<file path="src/bcm_pkg.sv">
// Shared types and constants for the banked cartridge mapper with RTC.
package bcm_pkg;

  localparam int BANK_BYTES    = 8192;
  localparam int BANK_OFF_BITS = 13;
  localparam int ROM_FULL_BITS = 21;
  localparam int RAM_BANKS_DEF = 4;
  localparam int ROM_BITS_DEF  = 21;

  localparam logic [23:0] CPS_RESET      = 24'd4194304;
  localparam logic [2:0]  ROM_CODE_MAX   = 3'd6;
  localparam logic [1:0]  RAM_CODE_RESET = 2'd2;
  localparam logic [1:0]  RAM_CODE_NONE  = 2'd0;
  localparam logic [1:0]  RAM_CODE_ONE   = 2'd1;
  localparam logic [7:0]  ENABLE_ON      = 8'h0A;
  localparam logic [7:0]  ENABLE_OFF     = 8'h00;
  localparam logic [7:0]  DENIED_DATA    = 8'hFF;
  localparam logic [7:0]  SECONDS_WRAP   = 8'd60;
  localparam logic [7:0]  MINUTES_WRAP   = 8'd60;
  localparam logic [7:0]  HOURS_WRAP     = 8'd24;
  localparam logic [9:0]  DAYS_WRAP      = 10'd512;
  localparam logic [24:0] ACC_MAX        = 25'h1FFFFFF;

  localparam logic [7:0] SEL_RTC_FIRST = 8'd8;
  localparam logic [7:0] SEL_RTC_LAST  = 8'd12;

  typedef enum logic [1:0] {
    CMD_READ  = 2'd0,
    CMD_WRITE = 2'd1,
    CMD_TICK  = 2'd2
  } cmd_t;

  typedef enum logic [1:0] {
    KIND_DONE   = 2'd0,
    KIND_ROM    = 2'd1,
    KIND_DATA   = 2'd2,
    KIND_DENIED = 2'd3
  } kind_t;

  typedef enum logic [1:0] {
    REG_ROM_SIZE = 2'd0,
    REG_RAM_SIZE = 2'd1,
    REG_CPS      = 2'd2
  } cfg_reg_t;

  typedef enum logic [2:0] {
    RTC_SEC    = 3'd0,
    RTC_MIN    = 3'd1,
    RTC_HOUR   = 3'd2,
    RTC_DAY_LO = 3'd3,
    RTC_DAY_HI = 3'd4
  } rtc_reg_t;

  typedef enum logic [2:0] {
    WIN_ENABLE = 3'b000,
    WIN_ROMBNK = 3'b001,
    WIN_BNKSEL = 3'b010,
    WIN_EXTRAM = 3'b101
  } win_t;

  typedef struct packed {
    logic       tick;
    logic [7:0] cycles;
    logic       wr;
    rtc_reg_t   sel;
    logic [7:0] data;
  } rtc_req_t;

  typedef struct packed {
    kind_t      kind;
    logic [7:0] data;
    logic       use_ram;
    logic       ram_en;
  } s1_t;

endpackage

</file>
<file path="src/bcm_rtc.sv">
// Real-time clock: cycle accumulator, time counters and register access.
module bcm_rtc
  import bcm_pkg::*;
(
  input  logic        clk,
  input  logic        rst,
  input  rtc_req_t    req,
  input  logic [23:0] cps,
  input  rtc_reg_t    rd_sel,
  output logic [7:0]  rd_data
);

  logic [7:0]  seconds, seconds_next;
  logic [7:0]  minutes, minutes_next;
  logic [7:0]  hours, hours_next;
  logic [8:0]  days, days_next;
  logic        halt_flag, halt_flag_next;
  logic        day_overflow, day_overflow_next;
  logic [24:0] acc, acc_next;

  logic [25:0] acc_sum;
  logic [24:0] acc_sat;
  logic [24:0] cps_eff;
  logic [9:0]  days_inc;

  always_comb begin
    seconds_next      = seconds;
    minutes_next      = minutes;
    hours_next        = hours;
    days_next         = days;
    halt_flag_next    = halt_flag;
    day_overflow_next = day_overflow;
    acc_next          = acc;
    acc_sum  = {1'b0, acc} + {18'd0, req.cycles};
    acc_sat  = acc_sum[25] ? ACC_MAX : acc_sum[24:0];
    cps_eff  = (cps == 24'd0) ? 25'd1 : {1'b0, cps};
    days_inc = {1'b0, days} + 10'd1;

    if (req.tick) begin
      acc_next = acc_sat;
      if (acc_sat >= cps_eff) begin
        acc_next     = acc_sat - cps_eff;
        seconds_next = seconds + 8'd1;
        if (seconds_next == SECONDS_WRAP) begin
          seconds_next = 8'd0;
          minutes_next = minutes + 8'd1;
          if (minutes_next == MINUTES_WRAP) begin
            minutes_next = 8'd0;
            hours_next   = hours + 8'd1;
            if (hours_next == HOURS_WRAP) begin
              hours_next = 8'd0;
              days_next  = days_inc[8:0];
              if (days_inc == DAYS_WRAP) begin
                days_next         = 9'd0;
                day_overflow_next = 1'b1;
              end
            end
          end
        end
      end
    end else if (req.wr) begin
      case (req.sel)
        RTC_SEC:    seconds_next = req.data;
        RTC_MIN:    minutes_next = req.data;
        RTC_HOUR:   hours_next = req.data;
        RTC_DAY_LO: days_next = {days[8], req.data};
        RTC_DAY_HI: begin
          days_next         = {req.data[0], days[7:0]};
          halt_flag_next    = req.data[6];
          day_overflow_next = req.data[7];
        end
        default: ;
      endcase
    end
  end

  always_ff @(posedge clk) begin
    if (rst) begin
      seconds      <= '0;
      minutes      <= '0;
      hours        <= '0;
      days         <= '0;
      halt_flag    <= 1'b0;
      day_overflow <= 1'b0;
      acc          <= '0;
    end else begin
      seconds      <= seconds_next;
      minutes      <= minutes_next;
      hours        <= hours_next;
      days         <= days_next;
      halt_flag    <= halt_flag_next;
      day_overflow <= day_overflow_next;
      acc          <= acc_next;
    end
  end

  always_comb begin
    case (rd_sel)
      RTC_SEC:    rd_data = seconds;
      RTC_MIN:    rd_data = minutes;
      RTC_HOUR:   rd_data = hours;
      RTC_DAY_LO: rd_data = days[7:0];
      RTC_DAY_HI: rd_data = {day_overflow, halt_flag, 5'd0, days[8]};
      default:    rd_data = 8'd0;
    endcase
  end

endmodule

</file>
<file path="config.mk">
export PLATFORM = sky130hd
export DESIGN_NAME = bcm_rtc
export DESIGN_NICKNAME = d
export VERILOG_FILES = /design/src/bcm_pkg.sv /design/src/bcm_rtc.sv
export SDC_FILE = /design/constraint.sdc
export NUM_CORES = 1
export LEC_CHECK = 0
export BUFFER_PORTS_ARGS = -buffer_cell sky130_fd_sc_hd__buf_2
export CAP_MARGIN = 40
export CORE_UTILIZATION = 60
export CTS_CLUSTER_DIAMETER = 150
export DETAILED_ROUTE_END_ITERATION = 6
export GPL_TIMING_DRIVEN = 0
export PLACE_DENSITY = 0.89
export SYNTH_ARGS = -nofsm -noshare
export SYNTH_HDL_FRONTEND = slang
export SYNTH_SLANG_ARGS = --single-unit
</file>
<file path="constraint.sdc">
create_clock -name clk -period 8.55 [get_ports clk]
set_clock_uncertainty 0.15 [all_clocks]
set_input_delay 0.855 -clock clk [delete_from_list [all_inputs] [get_ports clk]]
set_output_delay 0.855 -clock clk [all_outputs]
set_load 0.02 [all_outputs]
</file>
==> results.cfg <==
[cts]
post_cts_buffers = 0
cts.sinks = 60
ctsHtreeMaxLevel = 3
clk_pin_slew_ns = 0.07
clkLatencyLatePin_ns = 0.36
cts_buffers = 9
clockRootBuffer = clkbuf_8
cts_hold_buf = 0
postCtsResizedCells = 0
cts_tree = done
cts_buffer_depth = 2

[synth]
ys_seq_area_share_pct = 20.2
synth_area_leaders = dfxtp_1 (20%), ha_1 (7.6%), nand2_1 (6.3%)
ys_warn_count = 0
yosysUniqueCellTypes = 79
synth-seq-cells = 60
synthArstFlopShare_pct = 0
synthesis.nets = 889
syn_area_per_cell_um2 = 7.41
synth-main-ff-cell = dfxtp_1
synth_edf_count = 0
synth_top_area_share_pct = 20.2
syn_area_mm2 = 0.00593
yosys.area.top_type = dfxtp_1
syn-instance-count = 801

[die]
boundaryPins = 58
dieHeight_um = 101
dieArea_mm2 = 0.0103
start_util_pct = 63.0
fp-row-count = 35
die-width_um = 101
coreArea_mm2 = 0.00942

[setup_path]
crit_path_max_fanout = 10
r2r_start = acc[3]
start_kind = input pin
cp.required_ns = 8.65
arrival_ns = 6.38
worstSetupPathType = input pin to flop
crit_end = acc[2]
reg2regPathDepth = 18
worstReg2RegEnd = acc[2]
startpoint = req[15]
regToRegSetupSlack_ns = 2.57
crit_path_end_kind = flop

[global_routing]
grt_pass1_wl_mm = 30.1
grt_pass1_vias = 6231
grt_max_degree = 11
grt_antenna_before_repair = 0
grt.overflow.total = 0
track_usage_pct = 37.8

[power_and_ir_drop]
p_leak_nw = 2.78
p_per_area_mw_per_mm2 = 168
peakVddDrop_mv = 0.0859
power.total_w = 0.00112
switching_share_pct = 38.1
p_sw_w = 0.000425
p_comb_share_pct = 41.5
pwr-share-seq_pct = 28.9
clkPwrFrac_pct = 29.5
p_int_w = 0.000691

[run]
drv_cap = 0

[final_layout]
fin_cells = 1004
nNetsFinal = 958
final_cell_mix = nand2_1 (100), nor2_1 (71), buf_2 (64)
diodes = 0
drive_gt1_share_pct = 12.8
n_fill_cell = 785
post-route-util_pct = 70.5
mostFrequentLayoutCell = nand2_1
areaGrowthSynthToFinish_pct = 11.9

[drt]
vias = 6763
first_pass_iters = 6
postRouteAntennaNets = 0
drc_errors = 0
dr.first_iter.drc_count = 829
drt-wirelength-per-cell_um = 18.9
viasPerCell = 6.74
wl_mm = 19.0

[timing]
grt_setup_unrepaired = false
finalCritPeriodShare_pct = 73.4
final-setup-viol-count = 0
hold_viol_final = 0
max_slew.worst_pin.slew_ns = 0.977
maxSlewViolCount = 0
fmax_mhz = 159
tns_ns = 0
maxSlewHeadroom_pct = 33.9
period_needed_ns = 6.28

[min_path]
hold_class = flop to flop

[placed_design]
port_buffers = 55
hpwl_mm = 14.1
place_inst = 988
place_congestion = 0.995

[run_status]
outcome = finished, final reports clean
worst min-delay path by stage:
stage / to / from / depth (start not counted) / slack (ns)
2_1_floorplan: halt_flag / halt_flag / 2 / 0.30
3_3_place_gp: acc[0] / acc[0] / 2 / 0.32
3_5_place_dp: halt_flag / halt_flag / 2 / 0.32
4_1_cts: halt_flag / halt_flag / 2 / 0.33
5_1_grt: acc[3] / acc[3] / 2 / 0.37
6_report: halt_flag / halt_flag / 2 / 0.34
power groups by stage:
stage	clock [W]	combinational [W]	sequential, W
2_1_floorplan	0	0.000340	0.000321
3_3_place_gp	0	0.000433	0.000326
3_5_place_dp	0	0.000444	0.000328
4_1_cts	0.000326	0.000450	0.000322
5_1_grt	0.000342	0.000503	0.000325
6_report	0.000330	0.000463	0.000323
cell usage after synthesis, types with 13 or more instances:
| cell type | instances |
|---|---|
| a211oi_1 | 16 |
| a21o_1 | 13 |
| a21oi_1 | 57 |
| a311oi_1 | 14 |
| and3_1 | 23 |
| clkbuf_1 | 27 |
| dfxtp_1 | 60 |
| ha_1 | 36 |
| inv_1 | 49 |
| mux2i_1 | 13 |
| nand2_1 | 100 |
| nand3_1 | 22 |
| nor2_1 | 71 |
| nor2b_1 | 22 |
| nor3_1 | 21 |
| nor4_1 | 13 |
| o21ai_0 | 41 |
| xnor2_1 | 17 |
| xor2_1 | 14 |
state kept, by name (all words and copies together), names as in the netlist:
| name | cells |
|---|---|
| acc | 25 |
| day_overflow | 1 |
| days | 9 |
| halt_flag | 1 |
| hours | 8 |
| minutes | 8 |
| seconds | 8 |
worst max-delay path, stage by stage:
cell and delay, ns:
buf_2 0.10, ha_1 0.36, a21o_1 0.18, a21oi_1 0.20, a21oi_1 0.21, o211ai_1 0.39
clkbuf_1 0.45, clkbuf_1 0.42, nand2_1 0.18, ha_1 0.44, and3_1 0.28, nand3_1 0.28
nor4_1 0.56, a21oi_1 0.22, o211a_1 0.26, nand2_1 0.27, buf_2 0.32, nand2_1 0.10
a311oi_1 0.29
layer usage:
layer	track usage (%)	vias to the layer above	wire length, um
met5	0	-	0
met4	20.3	0	919
met3	8.56	115	2430
met2	60.4	461	8470
met1	47.4	3073	7180
li1	-	3114	-
through the flow:
step	setup slack [ns]	cell area, um^2	hold WS [ns]
2_1_floorplan	3.40	5930	0.304
3_3_place_gp	2.24	6370	0.323
3_5_place_dp	2.15	6390	0.324
4_1_cts	2.47	6640	0.334
5_1_grt	2.01	6640	0.372
6_report	2.27	6640	0.340
cells by family (layout without fill, tap and decap cells):
group,count (synthesis),in the layout,share of synthesized area [%]
and+or+nand+nor,316,316,26.6
buffers and inverters,88,162,5.86
muxes,25,25,5.61
AOI/OAI and AO/OA,243,243,28.9
adders and majority gates,38,38,8.27
xor gates and xnor gates,31,31,4.58
DFF,60,60,20.2
cell type report:
type                    instances  area (um^2)  share of cell area [%]
plain buffers                  38          160                    2.41
well taps                     129          161                    2.43
clock inverters                 4         95.1                    1.43
multi-input cells             653         4380                    66.0
repair buffers                 58          295                    4.45
inverters                      50          188                    2.83
flip-flops and latches         60         1200                    18.1
clock buffers                  12          155                    2.34
Power figures use the tool's default switching activity.
